### src/rtl/dicd_pkg.sv
// dicd_pkg: item types, opcode and result-kind codes, channel limits and the
// command/status structs shared by the change detector modules.
// No dependencies.
`default_nettype none

package dicd_pkg;

  // input item: one update or read request
  typedef struct packed {
    logic [2:0]  opcode;
    logic [12:0] channel;
    logic [31:0] new_bits;
  } in_item_t;

  // result item: change event, read reply or error
  typedef struct packed {
    logic [1:0]  kind;
    logic [12:0] event_channel;
    logic        bit_value;
    logic        last;
  } out_item_t;

  // opcodes
  localparam logic [2:0] OP_WR8  = 3'd0;
  localparam logic [2:0] OP_WR1  = 3'd1;
  localparam logic [2:0] OP_WR16 = 3'd2;
  localparam logic [2:0] OP_WR32 = 3'd3;
  localparam logic [2:0] OP_RD   = 3'd4;

  // result kinds
  localparam logic [1:0] KIND_EVENT = 2'd0;
  localparam logic [1:0] KIND_READ  = 2'd1;
  localparam logic [1:0] KIND_RANGE = 2'd2;
  localparam logic [1:0] KIND_ALIGN = 2'd3;

  // highest legal channel per access type, before the image size cap
  localparam logic [13:0] LIMIT_WR8  = 14'd2032;
  localparam logic [13:0] LIMIT_WR1  = 14'd1024;
  localparam logic [13:0] LIMIT_WR16 = 14'd4064;
  localparam logic [13:0] LIMIT_WR32 = 14'd8128;
  localparam logic [13:0] LIMIT_RD   = 14'd8128;

  // controller to datapath commands
  typedef struct packed {
    logic load;    // capture the accepted item
    logic look;    // check the channel, read the image word
    logic apply;   // merge and write back, or answer read/error
    logic emit;    // send the next change event
  } ctl_cmd_t;

  // datapath to controller status
  typedef struct packed {
    logic op_bad;     // unused opcode, item is dropped
    logic single;     // item answers with exactly one result
    logic no_change;  // write flipped no channel
    logic emit_done;  // the event being sent is the final one
  } dp_sts_t;

endpackage

`default_nettype wire

### src/rtl/dicd_ctrl.sv
// dicd_ctrl: sequencing state machine for the change detector.
// Depends on dicd_pkg for the command and status structs.
`default_nettype none

module dicd_ctrl (
  input  wire                  clk,
  input  wire                  rst_n,
  input  wire                  start,
  output logic                 busy,
  input  wire dicd_pkg::dp_sts_t sts,
  output dicd_pkg::ctl_cmd_t   cmd
);
  import dicd_pkg::*;

  localparam logic [1:0] S_IDLE  = 2'd0;
  localparam logic [1:0] S_LOOK  = 2'd1;
  localparam logic [1:0] S_APPLY = 2'd2;
  localparam logic [1:0] S_EMIT  = 2'd3;

  logic [1:0] state_r;
  logic [1:0] state_nxt;

  // next state and commands
  always_comb begin
    state_nxt = state_r;
    cmd       = '0;
    case (state_r)
      S_IDLE: begin
        if (start) begin
          cmd.load  = 1'b1;
          state_nxt = S_LOOK;
        end
      end
      S_LOOK: begin
        cmd.look  = 1'b1;
        state_nxt = sts.op_bad ? S_IDLE : S_APPLY;
      end
      S_APPLY: begin
        cmd.apply = 1'b1;
        state_nxt = (sts.single || sts.no_change) ? S_IDLE : S_EMIT;
      end
      S_EMIT: begin
        cmd.emit = 1'b1;
        if (sts.emit_done) begin
          state_nxt = S_IDLE;
        end
      end
      default: begin
        state_nxt = S_IDLE;
      end
    endcase
  end

  always_ff @(posedge clk) begin
    if (!rst_n) begin
      state_r <= S_IDLE;
    end else begin
      state_r <= state_nxt;
    end
  end

  assign busy = (state_r != S_IDLE);

endmodule

`default_nettype wire

### config.mk
export PLATFORM = sky130hd
export DESIGN_NAME = dicd_ctrl
export DESIGN_NICKNAME = d
export VERILOG_FILES = /design/src/rtl/dicd_pkg.sv /design/src/rtl/dicd_ctrl.sv
export SDC_FILE = /design/constraint.sdc
export NUM_CORES = 1
export LEC_CHECK = 0
export BUFFER_PORTS_ARGS = -buffer_cell sky130_fd_sc_hd__buf_2
export CORE_AREA = 2 2 39 41
export CTS_CLUSTER_SIZE = 25
export DETAILED_ROUTE_END_ITERATION = 16
export DIE_AREA = 0 0 41 43
export GPL_TIMING_DRIVEN = 0
export MAX_ROUTING_LAYER = met4
export PLACE_DENSITY = 0.3
export SLEW_MARGIN = 0
export SYNTH_ARGS = -nofsm -noshare
export SYNTH_HDL_FRONTEND = slang
export SYNTH_SLANG_ARGS = --single-unit
### constraint.sdc
create_clock -name clk -period 1.1 [get_ports clk]
set_input_delay 0.165 -clock clk [delete_from_list [all_inputs] [get_ports clk]]
set_output_delay 0.165 -clock clk [all_outputs]
set_load 0.05 [all_outputs]
==> impl_metrics.py, run 1 <==
metrics = {
    "worst_setup_path": {
        "critPathKind": "reg2out",
        "r2r_start": "state_r[0]",
        "arrival_ns": 1.05,
        "start_kind": "flop",
        "cp-end-kind": "output port",
        "r2r-end": "state_r[0]",
        "required_ns": 0.94,
        "cp_max_fo": 3,
        "worstRegToRegCells": 4,
        "regToRegSetupSlack_ns": 0.13,
    },
    "timing": {
        "slew_headroom_pct": 86.70,
        "hold_viol": 0,
        "tightest_slew_ns": 0.1987,
        "finalSetupViolations": 5,
        "fin_skew_ns": 0.0004615,
        "fin_crit_ns": 1.211,
        "setup_slack_ns": -0.1115,
        "maxSlewViolCount": 0,
        "fmax_mhz": 825.4,
        "holdWs_ns": 0.1937,
        "grt_setup_unrepaired": "true",
        "post-route-period-util_pct": 110.1,
    },
    "routing": {
        "drt_iter0_drc": 1,
        "drc_errors": 0,
        "vias": 156,
        "wl_per_cell_um": 8.261,
        "first_pass_iters": 2,
        "ant_nets": 0,
        "wl_um": 380,
        "avgViaCountPerCell": 3.391,
    },
    "global_routing": {
        "grt_pass1_vias": 160,
        "grt_max_degree": 7,
        "overflow": 0,
        "antenna_found_initial": 0,
        "grt_pass1_wl_um": 621,
        "grt_usage_pct": 6.269,
    },
    "cells_and_area": {
        "regMostFlops": "state_r",
        "fin_util_pct": 19.80,
        "antenna_cells": 0,
        "largestRegisters": "state_r (2)",
        "drive_gt1_share_pct": 63.33,
        "final_common_cell": "buf_2",
        "largest_register_ffs": 2,
        "mostFrequentLayoutCells": "buf_2 (6), buf_6 (4), clkbuf_4 (3)",
        "syn2layout_area_growth_pct": 140.7,
        "fillCellCount": 157,
        "layoutNonFillerInstCount": 46,
        "nNetsFinal": 39,
    },
    "floorplanning": {
        "die_area_um2": 1763,
        "coreArea_um2": 1384,
        "initial_utilization_pct": 8.228,
        "die_y_um": 43,
        "die_w_um": 41,
        "num_rows": 14,
        "design.portCount": 12,
    },
    "power": {
        "ir_worst_vdd_mv": 0.2129,
        "finalPower_w": 0.0003577,
        "power_density_nw_per_um2": 1305,
        "p_leak_nw": 0.1374,
    },
    "min_path": {
        "hp-start": "start",
        "hp-class": "in2reg",
        "whs_endpoint": "state_r[0]",
        "whs_path_depth": 3,
    },
    "place": {
        "port_buffers": 11,
        "pre_cts_ws_ns": -0.009419,
        "dp.cells": 42,
        "place_congestion": 0.4841,
    },
    "job": {
        "maxCapViolations": 0,
    },
    "clock_network": {
        "clk_pin_slew_ns": 0.03,
        "cts-htree-levels": 1,
        "clkSinkCount": 2,
        "cts.root.buffer_cell": "clkbuf_4",
        "cts_tree": "yes",
        "numCtsBuffers": 3,
        "clockBufferDepth": 2,
        "hold_buffers": 0,
        "insertion_delay_ns": 0.22,
    },
    "synthesis": {
        "synth_warnings": 0,
        "syn_avg_cell_area_um2": 7.591,
        "syn_inst": 15,
        "synth_seq_area_share_pct": 35.16,
        "ys_ff_latch": 2,
        "ys_types": 12,
        "synthesis.nets": 22,
        "syn_area_um2": 113.9,
    },
    "status": {
        "status": "finished with violations",
        "violations": "negative setup slack",
    },
}
==> stage by stage <==
| stage | instance area [um^2] | setup TNS [ns] |
|---|---|---|
| floorplan | 123.9 | -0.01612 |
| global placement | 198.9 | -0.001259 |
| detailed placement | 198.9 | -0.009419 |
| CTS | 244.0 | -0.3105 |
| global route | 274.0 | -0.4935 |
| finish | 274.0 | -0.2545 |
==> per-layer routing <==
metal | track usage, % | wire length [um]
met5 | - | 0
met2 | 7.500 | 219
met1 | 5.128 | 131
met4 | 8.000 | 0
met3 | 4.712 | 30
==> layout make-up <==
type                            count  area, um^2  area share (%)
Timing Repair Buffer               12       105.1           38.36
Inverter                            1       3.754           1.370
Multi-Input combinational cell     12       80.08           29.22
Tap cell                           16       20.02           7.306
Sequential cell                     2       42.54           15.53
Clock buffer                        3       22.52           8.219
==> kinds of logic after synthesis <==
kind of cell    count (synthesis)  synth area share, %
simple gates                   10                50.55
compound gates                  2                10.99
flops                           2                35.17
buf+inv                         1                3.294
==> repair_timing <==
action / 4_1_cts / 5_1_grt
pin swaps: 2 / 0
resized for setup: 8 / 8
endpoints found under the setup margin: 5 / 5
hold endpoints to repair: 0 / 0
buffers inserted: 0 / 1
==> worst max-delay path by stage <==
stage	start	end	slack, ns
after floorplan	state_r[1]	cmd[3]	-0.02
after global placement	state_r[1]	cmd[3]	-0.001
after detailed placement	state_r[1]	cmd[3]	-0.009
after CTS	state_r[0]	cmd[3]	-0.14
after global routing	state_r[1]	cmd[3]	-0.17
final	state_r[0]	cmd[3]	-0.11
==> cell usage after synthesis, drive strengths merged <==
master	number	area, um^2
nor2	1	3.750
nand2	2	7.510
nand3b	1	7.510
and2	1	6.260
nor2b	1	6.260
inv	1	3.750
and2b	2	15.01
o21ai	1	5.000
dfxtp	2	40.04
nor3	1	5.000
o211ai	1	7.510
or2	1	6.260
==> critical path, cell delays in order (launching register included) <==
cell and delay [ns]:
dfxtp_2 0.31, or2_4 0.27, nor2_4 0.09, buf_8 0.15
==> where the power goes <==
group	internal [W]	switching (W)
Combinational	0.0000507	0.0000623
Clock	0.000120	0.0000432
Sequential	0.0000779	0.00000311
Power figures use the tool's default switching activity.
==> run 2: changes to the inputs <==
- clock period: 1.1 -> 1.2 ns (I/O delays scaled with it)
==> run 2 against run 1 <==
Against the previous run: register-to-register slack better by 0.19 ns; first-iteration DRC count rose to 3.0 times the previous value; the run still ends with negative setup slack left; clock skew hardly changed; worst hold slack improved by 0.012 ns; critical path depth did not move; via count down 3.2%; global-route usage is 1.1 points lower; sequential power down 6.9%; non-clock buffer count is 1 lower; clock-buffer cell count did not move; cell count is 2.2% lower.
==> impl_metrics.py, run 2 (synthesized netlist as in run 1, its figures left out) <==
metrics = {
    "routing": {
        "drc_errors": 0,
        "wl_per_cell_um": 7.644,
        "avgViaCountPerCell": 3.356,
        "wl_um": 344,
        "drt_iter0_drc": 3,
        "vias": 151,
        "ant_nets": 0,
        "first_pass_iters": 2,
    },
    "floorplanning": {
        "num_rows": 14,
        "die_w_um": 41,
        "design.portCount": 12,
        "coreArea_um2": 1384,
        "die_area_um2": 1763,
        "initial_utilization_pct": 8.228,
        "die_y_um": 43,
    },
    "status": {
        "status": "finished with violations",
        "violations": "negative setup slack",
    },
    "worst_setup_path": {
        "cp-end-kind": "output port",
        "start_kind": "flop",
        "path_cells": "or2_4 -> nor2_4 -> buf_8",
        "worstRegToRegCells": 3,
        "critPathSlowestCell": "dfxtp_2",
        "required_ns": 1.02,
        "arrival_ns": 1.05,
        "cp_max_fo": 5,
        "critPathKind": "reg2out",
        "cpPeakStageDelay_ns": 0.32,
    },
    "cells_and_area": {
        "regMostFlops": "state_r",
        "largestRegisters": "state_r (2)",
        "stdcell_area_um2": 239.0,
        "antenna_cells": 0,
        "final_common_cell": "buf_2",
        "syn2layout_area_growth_pct": 109.9,
        "nNetsFinal": 38,
        "mostFrequentLayoutCells": "buf_2 (8), clkbuf_4 (4), and2b_1 (2), nand2_1 (2), dfxtp_2 (2)",
        "fin_util_pct": 17.27,
        "drive_gt1_share_pct": 62.07,
        "largest_register_ffs": 2,
    },
    "place": {
        "port_buffers": 11,
        "place_area_um2": 198.9,
        "place_congestion": 0.5166,
    },
    "timing": {
        "maxSlewViolCount": 0,
        "slew_headroom_pct": 83.32,
        "tightest_slew_ns": 0.2520,
        "hold_viol": 0,
        "grt_setup_unrepaired": "true",
        "fmax_mhz": 815.7,
        "fin_skew_ns": 0.0009537,
        "fin_crit_ns": 1.226,
        "post-route-period-util_pct": 102.2,
        "setup_slack_ns": -0.02595,
        "finalSetupViolations": 2,
    },
    "clock_network": {
        "cts_tree": "yes",
        "clockBufferDepth": 2,
        "cts-htree-levels": 1,
        "clk_pin_slew_ns": 0.03,
        "post_cts_buffers": 0,
        "hold_buffers": 0,
        "insertion_delay_ns": 0.22,
        "cts.root.buffer_cell": "clkbuf_4",
        "numCtsBuffers": 3,
        "clkSinkCount": 2,
    },
    "global_routing": {
        "grt_pass1_vias": 172,
        "grt_usage_pct": 5.133,
        "grt_max_degree": 7,
        "grt_pass1_wl_um": 558,
        "antenna_found_initial": 0,
        "overflow": 0,
    },
    "job": {
        "maxCapViolations": 0,
    },
    "min_path": {
        "whs_path_depth": 3,
        "hp-class": "in2reg",
    },
    "power": {
        "ir_worst_vdd_mv": 0.2481,
        "power_density_nw_per_um2": 1297,
        "p_leak_nw": 0.1262,
    },
}
[run 2: timing repair]
action                     4_1_cts  5_1_grt
gates resized for setup          4        3
pin swaps                        2        1
setup endpoints to repair        3        5
gates cloned                     0        0
[run 2: final cells by class]
cell class | count | area [um^2]
timing repair buffer | 11 | 70.07
multi-input combinational | 12 | 80.08
clock buffer | 3 | 22.52
inverter | 1 | 3.754
tap | 16 | 20.02
sequential | 2 | 42.54
fill | 163 | 1145
[run 2: path summary, 6_finish.rpt]
path,from,to,slack (ns)
worst min register to register,state_r[1],state_r[1],0.54
worst min-delay path,start,state_r[0],0.21
worst max-delay path,state_r[1],cmd[3],-0.03
worst max register to register,state_r[0],state_r[0],0.32
[run 2: critical path, delay by kind of cell, from the launching register on]
kind / cells / cell delay (ns)
buffers and inverters: 1 / 0.15
and+or+nand+nor: 2 / 0.35
DFF: 1 / 0.32
[run 2: stage by stage]
step	hold WS [ns]	std cells	setup WS [ns]	TNS, ns	total power [W]
2_1_floorplan	0.3126	15	0.06888	0	0.0001315
3_3_place_gp	0.4496	42	0.08496	0	0.0001532
3_5_place_dp	0.4423	42	0.08045	0	0.0001536
4_1_cts	0.1978	45	-0.04721	-0.07387	0.0003178
5_1_grt	0.2245	45	-0.08146	-0.1297	0.0003316
6_report	0.2053	45	-0.02595	-0.03048	0.0003100
[run 2: power by group]
| part | switching, W | internal, W |
|---|---|---|
| Clock | 0.0000381 | 0.000110 |
| Sequential | 0.00000400 | 0.0000714 |
| Combinational | 0.0000527 | 0.0000334 |
[run 2: metal layers]
metal / part of all wire [%] / track usage [%] / vias up / wire length, um
li1: - / - / 78 / -
met1: 32 / 3.195 / 67 / 111
met2: 58 / 8.750 / 6 / 199
met3: 9.9 / 1.571 / 0 / 34
met4: 0 / 6.000 / 0 / 0
met5: 0 / - / - / 0
==> run 3: changes to the inputs <==
- PLACE_DENSITY: 0.3 -> not set
==> run 3 against run 2 <==
Against the previous run: the run still ends with negative setup slack left; clock skew grew 0.0029 ns; fmax is essentially flat; register-to-register slack lost 0.12 ns; wire length shrank 4.1%; sequential share of layout area shrank 0.54 points; total power is essentially flat; sequential power shrank 0.5%; cell count grew 2.2%; clock-buffer cell count is the same; critical endpoint unchanged; highest routed layer unchanged.
==> impl_metrics.py, run 3 (synthesized netlist as in run 1, its figures left out) <==
metrics = {
    "worst_setup_path": {
        "start_kind": "flop",
        "r2r-end": "state_r[0]",
        "worstRegToRegCells": 4,
        "cp-end-kind": "output port",
        "arrival_ns": 1.05,
        "r2r_start": "state_r[0]",
        "regToRegSetupSlack_ns": 0.20,
        "cp_max_fo": 5,
        "critPathKind": "reg2out",
        "required_ns": 1.02,
    },
    "floorplanning": {
        "die_area_um2": 1763,
        "die_y_um": 43,
        "num_rows": 14,
        "design.portCount": 12,
        "die_w_um": 41,
        "coreArea_um2": 1384,
        "initial_utilization_pct": 8.228,
    },
    "timing": {
        "hold_viol": 0,
        "grt_setup_unrepaired": "true",
        "tightest_slew_ns": 0.2479,
        "finalSetupViolations": 1,
        "holdWs_ns": 0.2058,
        "fmax_mhz": 816.0,
        "maxSlewViolCount": 0,
        "fin_skew_ns": 0.003806,
        "slew_headroom_pct": 83.59,
        "fin_crit_ns": 1.225,
        "setup_slack_ns": -0.02548,
        "post-route-period-util_pct": 102.1,
    },
    "place": {
        "place_congestion": 0.4250,
        "port_buffers": 11,
    },
    "power": {
        "finalPower_w": 0.0003099,
        "ir_worst_vdd_mv": 0.1673,
        "power_density_nw_per_um2": 1257,
        "p_leak_nw": 0.1310,
    },
    "cells_and_area": {
        "largestRegisters": "state_r (2)",
        "mostFrequentLayoutCells": "buf_2 (8), clkbuf_4 (5), and2b_1 (2), nand2_1 (2), dfxtp_2 (2)",
        "drive_gt1_share_pct": 63.33,
        "antenna_cells": 0,
        "regMostFlops": "state_r",
        "syn2layout_area_growth_pct": 116.5,
        "nNetsFinal": 39,
        "final_common_cell": "buf_2",
        "largest_register_ffs": 2,
    },
    "min_path": {
        "hp-class": "in2reg",
        "whs_path_depth": 3,
        "hp-start": "start",
        "whs_endpoint": "state_r[0]",
    },
    "global_routing": {
        "overflow": 0,
        "grt_max_degree": 6,
        "antenna_found_initial": 0,
        "grt_pass1_wl_um": 503,
        "grt_pass1_vias": 145,
        "grt_usage_pct": 5.339,
    },
    "clock_network": {
        "insertion_delay_ns": 0.22,
        "clk_pin_slew_ns": 0.03,
        "cts.root.buffer_cell": "clkbuf_4",
        "cts-htree-levels": 1,
        "clockBufferDepth": 2,
        "cts_tree": "yes",
        "clkSinkCount": 2,
        "numCtsBuffers": 3,
    },
    "routing": {
        "ant_nets": 0,
        "first_pass_iters": 1,
        "drt_iter0_drc": 0,
        "avgViaCountPerCell": 3.587,
        "vias": 165,
        "drc_errors": 0,
        "wl_per_cell_um": 7.174,
        "wl_um": 330,
    },
    "status": {
        "violations": "negative setup slack",
        "status": "finished with violations",
    },
    "job": {
        "maxCapViolations": 0,
    },
}
-- run 3: cell type report --
class | instances | area (um^2)
fill | 160 | 1137
multi-input combinational | 12 | 80.08
timing repair buffer | 12 | 77.57
sequential | 2 | 42.54
clock buffer | 3 | 22.52
tap | 16 | 20.02
inverter | 1 | 3.754
-- run 3: where the power goes --
group / internal, W / leakage (nW) / switching [W]
logic: 0.0000357 / 0.100 / 0.0000536
registers: 0.0000714 / 0.0172 / 0.00000361
clock network: 0.000110 / 0.0138 / 0.0000354
-- run 3: metrics by stage --
step	util [%]	TNS, ns	std cells	instance area (um^2)	setup slack, ns
5_1_grt	17.81	-0.1047	46	246.5	-0.06896
3_5_place_dp	14.38	0	42	198.9	0.08528
6_report	17.81	-0.02548	46	246.5	-0.02548
3_3_place_gp	14.38	0	42	198.9	0.09610
4_1_cts	17.09	-0.05741	46	236.5	-0.04026
2_1_floorplan	-	0	15	123.9	0.06888
-- run 3: worst max-delay path, cell delays in order (launching register included) --
cell,delay [ns]
dfxtp_2,0.32
or2_4,0.27
nor2_4,0.09
buf_8,0.15
-- run 3: worst max path at each step --
| stage | startpoint | to | slack, ns | cells past startpoint |
|---|---|---|---|---|
| after global placement | state_r[1] | cmd[3] | 0.1 | 3 |
| after CTS | state_r[0] | cmd[3] | -0.04 | 3 |
| final | state_r[1] | cmd[3] | -0.03 | 3 |
| after detailed placement | state_r[1] | cmd[3] | 0.09 | 3 |
| after floorplan | state_r[1] | cmd[3] | 0.07 | 2 |
| after global routing | state_r[1] | cmd[3] | -0.07 | 3 |
-- run 3: repair_timing --
action                                  4_1_cts  5_1_grt
cloned                                        0        0
endpoints found under the setup margin        3        5
hold buffers                                  0        0
pin swaps                                     2        1
gates resized for setup                       3        4
buffers inserted                              1        0
-- run 3: metal layers --
layer	share of wire (%)	track usage (%)	vias up
li1	-	-	80
met3	16	7.853	0
met5	0	-	-
met1	33	2.556	76
met2	50	7.187	9
met4	0	4.000	0
